## src/rtl/core/tabx_pkg.sv

```systemverilog
// Shared types and constants for the tab expander.
package tabx_pkg;

  localparam int unsigned CHAR_W = 16;
  localparam int unsigned TW_W   = 7;
  localparam int unsigned COL_W  = 6;

  localparam logic [TW_W-1:0]   MAX_TAB_WIDTH = 7'd64;
  localparam logic [TW_W-1:0]   TW_RESET      = 7'd8;
  localparam logic [TW_W-1:0]   TW_MIN_EXPAND = 7'd2;
  localparam logic [CHAR_W-1:0] TAB_CODE      = 16'd9;
  localparam logic [CHAR_W-1:0] SPACE_CODE    = 16'd32;

  typedef enum logic {
    ST_IDLE,
    ST_EMIT
  } tabx_state_e;

  typedef struct packed {
    logic accept;
    logic reduce;
    logic emit;
  } tabx_cmd_t;

  typedef struct packed {
    logic col_ge_w;
    logic beat_last;
    logic slot_free;
  } tabx_stat_t;

endpackage

```

## src/rtl/core/tabx_ctrl.sv

```systemverilog
// Controller state machine for the tab expander.
module tabx_ctrl (
  input  logic              clk_i,
  input  logic              rst_ni,
  input  logic              in_valid_i,
  input  tabx_pkg::tabx_stat_t stat_i,
  output tabx_pkg::tabx_cmd_t  cmd_o,
  output logic              in_ready_o
);
  import tabx_pkg::*;

  tabx_state_e state_q, state_d;

  always_ff @(posedge clk_i or negedge rst_ni) begin
    if (!rst_ni) begin
      state_q <= ST_IDLE;
    end else begin
      state_q <= state_d;
    end
  end

  always_comb begin
    state_d = state_q;
    unique case (state_q)
      ST_IDLE: begin
        if (in_valid_i) begin
          state_d = ST_EMIT;
        end
      end
      ST_EMIT: begin
        if (!stat_i.col_ge_w && stat_i.slot_free && stat_i.beat_last) begin
          state_d = ST_IDLE;
        end
      end
      default: state_d = ST_IDLE;
    endcase
  end

  always_comb begin
    cmd_o      = '0;
    in_ready_o = 1'b0;
    unique case (state_q)
      ST_IDLE: begin
        in_ready_o   = 1'b1;
        cmd_o.accept = in_valid_i;
      end
      ST_EMIT: begin
        cmd_o.reduce = stat_i.col_ge_w;
        cmd_o.emit   = !stat_i.col_ge_w && stat_i.slot_free;
      end
      default: begin
        in_ready_o = 1'b0;
      end
    endcase
  end

endmodule

```

## src/rtl/core/tabx_dp.sv

```systemverilog
// Datapath for the tab expander: width register, column state, output register.
module tabx_dp (
  input  logic                          clk_i,
  input  logic                          rst_ni,
  input  logic                          cfg_valid_i,
  input  logic [tabx_pkg::TW_W-1:0]     cfg_tab_width_i,
  input  logic [tabx_pkg::CHAR_W-1:0]   in_char_i,
  input  logic                          line_end_i,
  input  logic                          out_ready_i,
  input  tabx_pkg::tabx_cmd_t           cmd_i,
  output tabx_pkg::tabx_stat_t          stat_o,
  output logic                          out_valid_o,
  output logic [tabx_pkg::CHAR_W-1:0]   out_char_o,
  output logic                          last_of_run_o,
  output logic                          line_done_o,
  output logic                          line_had_tab_o
);
  import tabx_pkg::*;

  logic [TW_W-1:0]   tab_width_q;
  logic [COL_W-1:0]  col_q, col_d;
  logic              seen_q, seen_d;
  logic [CHAR_W-1:0] char_q;
  logic              eol_q;
  logic              out_valid_q;
  logic [CHAR_W-1:0] out_char_q;
  logic              out_last_q;
  logic              out_done_q;
  logic              out_tab_q;

  logic [TW_W-1:0]   w_eff;
  logic [TW_W-1:0]   col_ext;
  logic [TW_W-1:0]   col_inc;
  logic [TW_W-1:0]   col_sub;
  logic              narrow;
  logic              is_tab;
  logic              wrap;
  logic              beat_last;
  logic [CHAR_W-1:0] beat_char;

  assign w_eff     = (tab_width_q > MAX_TAB_WIDTH) ? MAX_TAB_WIDTH : tab_width_q;
  assign narrow    = w_eff < TW_MIN_EXPAND;
  assign col_ext   = {1'b0, col_q};
  assign col_inc   = col_ext + 7'd1;
  assign col_sub   = col_ext - w_eff;
  assign is_tab    = char_q == TAB_CODE;
  assign wrap      = col_inc >= w_eff;
  assign beat_last = !is_tab || narrow || wrap;
  assign beat_char = is_tab ? (narrow ? SPACE_CODE : TAB_CODE) : char_q;

  assign stat_o.col_ge_w  = !narrow && (col_ext >= w_eff);
  assign stat_o.beat_last = beat_last;
  assign stat_o.slot_free = !out_valid_q || out_ready_i;

  always_comb begin
    col_d  = col_q;
    seen_d = seen_q;
    if (cmd_i.accept) begin
      seen_d = seen_q | (in_char_i == TAB_CODE);
    end else if (cmd_i.reduce) begin
      col_d = col_sub[COL_W-1:0];
    end else if (cmd_i.emit) begin
      if (narrow || wrap) begin
        col_d = '0;
      end else begin
        col_d = col_inc[COL_W-1:0];
      end
      if (beat_last && eol_q) begin
        col_d  = '0;
        seen_d = 1'b0;
      end
    end
  end

  always_ff @(posedge clk_i or negedge rst_ni) begin
    if (!rst_ni) begin
      tab_width_q <= TW_RESET;
      col_q       <= '0;
      seen_q      <= 1'b0;
      out_valid_q <= 1'b0;
    end else begin
      if (cfg_valid_i) begin
        tab_width_q <= cfg_tab_width_i;
      end
      col_q  <= col_d;
      seen_q <= seen_d;
      if (cmd_i.emit) begin
        out_valid_q <= 1'b1;
      end else if (out_ready_i) begin
        out_valid_q <= 1'b0;
      end
    end
  end

  always_ff @(posedge clk_i) begin
    if (cmd_i.accept) begin
      char_q <= in_char_i;
      eol_q  <= line_end_i;
    end
    if (cmd_i.emit) begin
      out_char_q <= beat_char;
      out_last_q <= beat_last;
      out_done_q <= beat_last && eol_q;
      out_tab_q  <= seen_q;
    end
  end

  assign out_valid_o    = out_valid_q;
  assign out_char_o     = out_char_q;
  assign last_of_run_o  = out_last_q;
  assign line_done_o    = out_done_q;
  assign line_had_tab_o = out_tab_q;

endmodule

```

## src/rtl/core/tab_expander.sv

```systemverilog
// Top level of the tab expander: controller plus datapath.
//
//   channel | direction | beat carries
//   cfg     | in        | cfg_tab_width_i
//   in      | in        | in_char_i, line_end_i
//   out     | out       | out_char_o, last_of_run_o, line_done_o, line_had_tab_o
//
// An ordinary character or a narrow-width tab is accepted in the idle state and
// loaded into the output register in the emit state. A tab becomes a run of
// beats, run being the distance to the next stop (1 to 64). After a width change
// mid-line the column is reduced by one subtraction per cycle until it is below
// the width. Reset clears the column, the tab flag and the output valid; the width
// returns to 8. A stalled output holds the controller in its emit state.
module tab_expander (
  input  logic                        clk_i,
  input  logic                        rst_ni,
  input  logic                        cfg_valid_i,
  output logic                        cfg_ready_o,
  input  logic [tabx_pkg::TW_W-1:0]   cfg_tab_width_i,
  input  logic                        in_valid_i,
  output logic                        in_ready_o,
  input  logic [tabx_pkg::CHAR_W-1:0] in_char_i,
  input  logic                        line_end_i,
  output logic                        out_valid_o,
  input  logic                        out_ready_i,
  output logic [tabx_pkg::CHAR_W-1:0] out_char_o,
  output logic                        last_of_run_o,
  output logic                        line_done_o,
  output logic                        line_had_tab_o
);
  import tabx_pkg::*;

  tabx_cmd_t  cmd;
  tabx_stat_t stat;

  assign cfg_ready_o = 1'b1;

  tabx_ctrl u_ctrl (
    .clk_i      (clk_i),
    .rst_ni     (rst_ni),
    .in_valid_i (in_valid_i),
    .stat_i     (stat),
    .cmd_o      (cmd),
    .in_ready_o (in_ready_o)
  );

  tabx_dp u_dp (
    .clk_i           (clk_i),
    .rst_ni          (rst_ni),
    .cfg_valid_i     (cfg_valid_i),
    .cfg_tab_width_i (cfg_tab_width_i),
    .in_char_i       (in_char_i),
    .line_end_i      (line_end_i),
    .out_ready_i     (out_ready_i),
    .cmd_i           (cmd),
    .stat_o          (stat),
    .out_valid_o     (out_valid_o),
    .out_char_o      (out_char_o),
    .last_of_run_o   (last_of_run_o),
    .line_done_o     (line_done_o),
    .line_had_tab_o  (line_had_tab_o)
  );

endmodule

```

## config.mk

```make
export PLATFORM = sky130hd
export DESIGN_NAME = tab_expander
export DESIGN_NICKNAME = d
export VERILOG_FILES = /design/src/rtl/core/tabx_pkg.sv /design/src/rtl/core/tabx_ctrl.sv /design/src/rtl/core/tabx_dp.sv /design/src/rtl/core/tab_expander.sv
export SDC_FILE = /design/constraint.sdc
export NUM_CORES = 1
export LEC_CHECK = 0
export BUFFER_PORTS_ARGS = -buffer_cell sky130_fd_sc_hd__buf_2
export CAP_MARGIN = 40
export CORE_MARGIN = 2
export CORE_UTILIZATION = 59
export CTS_CLUSTER_DIAMETER = 40
export DETAILED_ROUTE_END_ITERATION = 10
export PLACE_DENSITY = 0.95
export SYNTH_ARGS = -nofsm -noshare
export SYNTH_HDL_FRONTEND = slang
export SYNTH_HIERARCHICAL = 1
export SYNTH_SLANG_ARGS = --single-unit
```

## constraint.sdc

```tcl
create_clock -name clk_i -period 6.7 [get_ports clk_i]
set_clock_uncertainty 0.05 [all_clocks]
set_input_delay 1.34 -clock clk_i [delete_from_list [all_inputs] [get_ports clk_i]]
set_output_delay 1.34 -clock clk_i [all_outputs]
set_load 0.03 [all_outputs]
```

* Word-level counts from Yosys, hierarchy flattened *
Index checks and enable logic that the tools add are counted.
W data, S select, Z words.

word-level totals
  input bits = 29
  logic and storage cells = 60
  output and inout bits = 22
  register bits = 52

cells by class
  $lt $le $gt $ge = 4
  equal/unequal tests = 3
  reduce and logical (&&, ||, !) cells = 18
  add/sub/neg operators = 2
  bitwise operators = 3
  mux-type cells = 19

operators by type and width
  cell                   count
  $eq A16 B4 Y1 const B  2
  $mux W6                5
  $mux W16               1
  $mux W1                10
  $reduce_bool A2 Y1     4
  $add A6 B1 Y7 const B  1
  $ge A6 B7 Y1           1
  $ge A7 B7 Y1           1
  $gt A7 B7 Y1 const B   1
  $lt A7 B2 Y1 const B   1
  $mux W7                1
  $sub A6 B6 Y6          1
  $logic_and A1 B1 Y1    4
  $logic_not A1 Y1       4
  $logic_or A1 B1 Y1     4
  $reduce_and A3 Y1      1
  $mux W2                1
  $ne A2 B1 Y1 const B   1
  $not A1 Y1             2
  $pmux W1 S2            1
  $reduce_and A2 Y1      1
  $or A1 B1 Y1           1

* Logic depth before layout (Yosys ltp) *
Gate-level depths: netlist of run 1.

  depth in word-level cells = 11
  gate-level depth with buffers = 15
  gate-level depth less buffers = 14

* Hierarchy *
Netlist of run 1, hierarchy kept.

modules (own cells, without submodules)
  module        cells each  area each (um^2)  instances  sequential area each (um^2)
  tabx_dp       195         2478.6            1          1457.6
  tabx_ctrl     8           68.8              1          25.0
  tab_expander  2           11.3              1          0.0

* Worst setup path after synthesis of run 1 *
OpenSTA, ideal clock, no wires.

  kind = register -> register
  start = reg u_dp.tab_width_q[6]
  end = reg u_dp.col_q[5]
  setup slack = 3.645 ns
  library setup time = 0.133 ns
  arrival time = 2.871 ns
  required time = 6.517 ns
  buffers on the path = 1
  clock period less this slack = 3.055 ns
  stages on the path, launching flop included = 15
  cell sequence = dfrtp_1 clkinv_1 nand2_1 ha_1 nor2b_1 o211ai_1 a31oi_1 o21ai_0 a211oi_1 nor2b_1 and2_2 o21bai_1 dlymetal6s2s_1 a221oi_1 nand3_1

RTL lines
  what                      RTL line       text
  start: declaration        tabx_dp.sv:20  logic [TW_W-1:0] tab_width_q;
  start signal: assignment  tabx_dp.sv:83  tab_width_q <= cfg_tab_width_i;
  end signal: assignment    tabx_dp.sv:85  col_q <= col_d;
  end: declaration          tabx_dp.sv:21  logic [COL_W-1:0] col_q, col_d;

==> metrics.txt, run 1 <==
GRT Overall Usage=0.216; cell depth of the worst hold path=0; final setup fails=0; Worst-Margin Slew=0.861 ns; Syn Inst Count=205; r2r worst-path depth=14; Routed WL per cell=17.8 µm; largest cells by area after synthesis=edfxtp_1 (42%), dfrtp_1 (15%), ha_1 (6.8%); VDD IR max=0.196 mV; post-synthesis mux area share=0.0264; Max-slew headroom=0.425; syn_area_per_cell=12.5 µm²; vias=1829; initial antenna violation count=0; Diodes inserted=0; Tot Pwr=1230 µW; Worst setup SP type=flop; initial core utilization=0.626; Seq pwr share=0.417; post-CTS sizing=0; P per Cell Area=426 nW/µm²; clock network power share=0.174; clk buf depth=2; number of global-route vias before repair=1713; Placement Rows=23; Yosys top cell area share=0.422; hold_ws=0.402 ns; Simple-Gate Fraction of Synth Area=0.149; r2r setup slk=2.99 ns; Max stage delay on crit path=0.75 ns; Final min period=3.71 ns; WS Path Type=reg -> reg; H-Tree Level Count=2; critical path depth=14; Synth cell types=54; post-synthesis register bit count=52; synth warn=6; Routed Antenna Nets=0; largest family of logic cells by synthesized area=simple AND/OR/NAND/NOR gates; Post-synth EDFFs=36; # port buffers=49; Max Cap Viol=0; leading area contributor after synthesis=edfxtp_1; pre-CTS WS=3.12 ns; DP HPWL=3950 µm; global-route wire length before repair=8210 µm; adder-cell share of the synthesized area=0.0763; max-slew violation count=0; post-DR vias/cell=6.20; RSZ-0062 raised after global routing=false; most frequent cells in the layout=buf_2 (49), edfxtp_1 (36), dfrtp_1 (15); clock transition at the registers of the reported paths=0.10 ns; Die Y=69.9 µm; period utilization=0.554; sw frac=0.400; syn_nets=249; FFs w/ async S/R, synth=0.308; CTS Buf Count=5; TritonCTS clock tree=done; DR pass1 iterations=4; compound-cell area share of the yosys netlist=0.107; Logic pwr share=0.409; CTS Sinks=52; hold_buf cts=0; core box area=4090 µm²; final setup margin=2.99 ns; later-pin clock latency in the skew report=0.30 ns; Root Buffer=clkbuf_8; predominant post-synthesis flop cell=edfxtp_1; drt drc=0; setup repair bufs after CTS=0; cell family with most CP delay=compound AO/OA/AOI/OAI gates; Worst Path Required=6.83 ns; Synth Cell Area=2560 µm²; worst path cell trace=clkinv_1 -> nand2_1 -> ha_1 -> nor2b_1 -> o211ai_1 -> a31oi_1 -> o21ai_0 -> a211oi_1 -> nor2b_1 -> and2_2 -> o21bai_1 -> nor3b_1 -> nand4_1 -> nand3_1; initial drt markers=175; CP most frequent cell=nor2b_1; detailed-route wire length=5260 µm; Pint=740 µW; HP Start=u_dp/char_q[9]; post-layout util=0.709; fraction of the yosys area taken by sequential cells=0.579; ratio of cells with drive above 1 in the final layout=0.314; most common cell after layout, fill and taps aside=buf_2; Psw=494 µW; slowest CP cell=o21bai_1; Post-Synth XOR/XNOR Area=0.0137; status=completed; Setup TNS=0 ns; GPL Wtd Cong=0.857; Nets=288; WP data arrival=3.84 ns; CP Max Fanout=22; Worst setup EP type=flop; GRT overflow=0; Die Wd=69.9 µm; number of filler cells placed in the layout=276; die area=4880 µm²; Worst Path Buf+Inv=1; Fin. Hold Viols=0; largest net degree at the start of global routing=25; Setup crit start=u_dp/tab_width_q[6]; f_max=269 MHz; # IOs=51; worst flop-to-flop path startpoint=u_dp/tab_width_q[6]; Pleak=0.00115 µW; Hold WC Path Type=reg -> reg; Syn-to-layout area delta=13.2%
==> flip-flops by register name (all words and copies together), names as in the netlist <==
register	flops
u_dp/char_q	16
u_dp/out_char_o	16
u_dp/tab_width_q	7
u_dp/col_q	6
u_ctrl/state_q	1
u_dp/eol_q	1
u_dp/last_of_run_o	1
u_dp/line_done_o	1
u_dp/line_had_tab_o	1
u_dp/out_valid_o	1
u_dp/seen_q	1
==> metal layers <==
metal / global-route usage / vias up / share of wire
met5: 0 / - / 0
met4: 0.0919 / 0 / 0.024
met3: 0.0505 / 16 / 0.071
met2: 0.368 / 81 / 0.51
met1: 0.264 / 891 / 0.40
li1: - / 841 / -
==> power groups by stage <==
stage | Combinational, µW | Sequential (µW) | Clock, µW
2_1_floorplan | 293 | 596 | 0
6_report | 505 | 515 | 214
5_1_grt | 548 | 523 | 230
3_5_place_dp | 497 | 518 | 0
4_1_cts | 504 | 513 | 216
3_3_place_gp | 473 | 513 | 0
==> metrics by stage <==
step                      instance area [µm²]  cells
final                                    2900    295
after global routing                     2900    295
after CTS                                2900    295
after detailed placement                 2780    287
after global placement                   2780    287
after floorplan                          2560    205
==> final cells by class <==
class / count / area, µm² / area share
timing repair buffer: 49 / 245 / 0.0847
tap: 50 / 62.6 / 0.0216
clock buffer: 5 / 68.8 / 0.0238
sequential: 52 / 1480 / 0.512
inverter: 9 / 33.8 / 0.0117
multi-input combinational: 127 / 956 / 0.330
clock inverter: 3 / 46.3 / 0.0160
==> cells by family (layout without fill, tap and decap cells) <==
group                    count (synthesis)  count (layout)
buffers and inverters                   26              66
other                                    1               1
XOR/XNOR                                 4               4
AO/OA/AOI/OAI                           38              38
AND/OR/NAND/NOR                         63              63
adder cells (fa/ha/maj)                 15              15
multiplexers                             6               6
flip-flops                              52              52
==> path summary, 6_finish.rpt <==
path	endpoint
min	u_dp/out_char_o[9]
max in group asynchronous	u_dp/tab_width_q[3]
max	u_dp/col_q[2]
min in group asynchronous	u_ctrl/state_q
min reg2reg	u_dp/out_char_o[9]
max reg2reg	u_dp/col_q[2]
==> synth_stat cells (2+ instances only) <==
master / n
o21ai_1: 2
o31ai_2: 2
a21o_1: 2
nand2_1: 11
nand4_1: 5
and2_2: 2
buf_4: 2
mux2_2: 6
a31oi_1: 4
nand2b_1: 4
o21ai_0: 6
a32oi_1: 2
o21a_1: 2
nor4b_1: 3
xnor2_1: 3
clkbuf_1: 13
nand3_1: 5
edfxtp_1: 36
nor3b_1: 5
ha_1: 14
nor3_1: 2
dfrtp_1: 15
nor2_1: 4
a21oi_1: 6
inv_1: 8
nor4_1: 5
or3_1: 2
nor2b_1: 8
(Power assumes the default switching activity.)
==> run 2, diff against run 1 <==
--- a/config.mk
+++ b/config.mk
@@ -8,10 +8,10 @@
 export BUFFER_PORTS_ARGS = -buffer_cell sky130_fd_sc_hd__buf_2
 export CAP_MARGIN = 40
 export CORE_MARGIN = 2
-export CORE_UTILIZATION = 59
+export CORE_UTILIZATION = 49
 export CTS_CLUSTER_DIAMETER = 40
 export DETAILED_ROUTE_END_ITERATION = 10
-export PLACE_DENSITY = 0.95
+export PLACE_DENSITY = 0.87
 export SYNTH_ARGS = -nofsm -noshare
 export SYNTH_HDL_FRONTEND = slang
 export SYNTH_HIERARCHICAL = 1
==> constraint.sdc (replaced) <==
create_clock -name clk_i -period 3.3 [get_ports clk_i]
set_clock_uncertainty 0.05 [all_clocks]
set_input_delay 0.66 -clock clk_i [delete_from_list [all_inputs] [get_ports clk_i]]
set_output_delay 0.66 -clock clk_i [all_outputs]
set_load 0.03 [all_outputs]
==> run 2 against run 1 <==
- utilization is 13 points lower
- sequential power is 100% higher
- non-clock buffer count is 2 higher
- combinational power is 100% higher
- wire length is 5.7% lower
- sequential share of layout area is 0.33 points lower
- register-to-register slack worse by 2.6 ns
- die area is 19% higher
- final cell count is 7.5% higher
- setup slack worse by 2.6 ns
- critical endpoint is now u_dp/col_q[5]
- largest cell class unchanged
- highest routed layer unchanged
==> metrics.txt, run 2 (synthesis results as in run 1) <==
Worst setup EP type=flop; setup repair bufs after CTS=0; die area=5820 µm²; Max-slew headroom=0.664; detailed-route wire length=4960 µm; GRT overflow=0; RSZ-0062 raised after global routing=false; Pleak=0.00115 µW; number of filler cells placed in the layout=404; CP Max Fanout=12; vias=1769; CTS Buf Count=5; DP HPWL=3830 µm; TritonCTS clock tree=done; Worst Path Required=3.45 ns; VDD IR max=0.288 mV; most common cell after layout, fill and taps aside=buf_2; status=completed; Diodes inserted=0; Max Cap Viol=0; multi-input gate area in the final layout=956 µm²; most frequent cells in the layout=buf_2 (49), edfxtp_1 (36), dfrtp_1 (15); period utilization=0.896; Syn-to-layout area delta=13.9%; largest net degree at the start of global routing=25; r2r setup slk=0.34 ns; f_max=338 MHz; ratio of cells with drive above 1 in the final layout=0.320; Fin. Hold Viols=0; H-Tree Level Count=2; hold_buf cts=0; clk buf depth=2; Hold WC Path Type=in -> async; # port buffers=49; core box area=5070 µm²; GRT Overall Usage=0.176; Worst setup SP type=flop; CTS Sinks=52; final setup fails=0; initial core utilization=0.504; P per Cell Area=838 nW/µm²; Routed WL per cell=15.6 µm; Routed Antenna Nets=0; GPL Wtd Cong=0.879; number of global-route vias before repair=1655; WS Path Type=reg -> reg; Setup crit start=u_dp/tab_width_q[6]; drt drc=0; max-slew violation count=0; Final min period=2.96 ns; Setup TNS=0 ns; Die Y=76.3 µm; Worst-Margin Slew=0.500 ns; worst flop-to-flop path startpoint=u_dp/tab_width_q[6]; Die Wd=76.3 µm; Tot Pwr=2440 µW; WP data arrival=3.10 ns; Nets=290; register area=1480 µm²; # IOs=51; initial antenna violation count=0; post-DR vias/cell=5.58; initial drt markers=129; Root Buffer=clkbuf_8; clock transition at the registers of the reported paths=0.10 ns; later-pin clock latency in the skew report=0.31 ns; DR pass1 iterations=4; global-route wire length before repair=7910 µm; post-CTS sizing=0; Placement Rows=26
==> run 2: changes by cell type in the layout (fill, tap and decap cells not counted) <==
| cell | before | now |
|---|---|---|
| bufinv_16 | 1 | 0 |
| inv_6 | 1 | 2 |
| buf_4 | 0 | 2 |
==> run 2: metal layers <==
metal | GRT usage | part of all wire | vias up
li1 | - | - | 832
met1 | 0.203 | 0.39 | 864
met2 | 0.306 | 0.54 | 58
met3 | 0.0415 | 0.047 | 15
met4 | 0.0855 | 0.027 | 0
met5 | 0 | 0 | -
==> run 2: layout make-up <==
class / instances / share of cell area
clock inverter: 3 / 0.00859
tap: 70 / 0.0301
inverter: 9 / 0.0116
timing repair buffer: 51 / 0.0893
clock buffer: 5 / 0.0236
sequential: 52 / 0.509
multi-input combinational: 127 / 0.328
==> run 2: path summary, 6_finish.rpt <==
path | cells past startpoint | end
max | 14 | u_dp/col_q[5]
min | 1 | u_dp/col_q[4]
max reg2reg | 14 | u_dp/col_q[5]
min reg2reg | 0 | u_dp/out_char_o[7]
max in group asynchronous | 1 | u_dp/tab_width_q[3]
min in group clk_i | 0 | u_dp/out_char_o[7]
==> run 2: stage by stage <==
step                      cells   util  cell area, µm²  hold WS (ns)  setup slack, ns
after floorplan             205      -            2560         0.314            0.245
after global placement      309  0.556            2820         0.383            0.488
after detailed placement    309  0.556            2820         0.386            0.382
after CTS                   317  0.574            2910         0.213            0.356
after global routing        317  0.574            2910         0.223           0.0413
final                       317  0.574            2910         0.203            0.344
==> run 2: power by group <==
| group | leakage [µW] | switching (µW) | total (µW) | internal (µW) |
|---|---|---|---|---|
| sequential | 0.000531 | 113 | 1040 | 925 |
| clock | 0.0000452 | 217 | 372 | 155 |
| combinational | 0.000574 | 666 | 1030 | 366 |
| total | 0.00115 | 996 | 2440 | 1450 |
==> run 2: worst max-delay path, stage by stage (launching register included) <==
cell and delay [ns]:
dfrtp_1 0.42, clkinv_1 0.23, nand2_1 0.19, ha_1 0.26, nor2b_1 0.15, o211ai_1 0.23, a31oi_1 0.11, o21ai_0 0.15
a211oi_1 0.10, nor2b_1 0.15, and2_2 0.17, o21bai_1 0.06, buf_4 0.18, a221oi_1 0.30, nand3_1 0.10
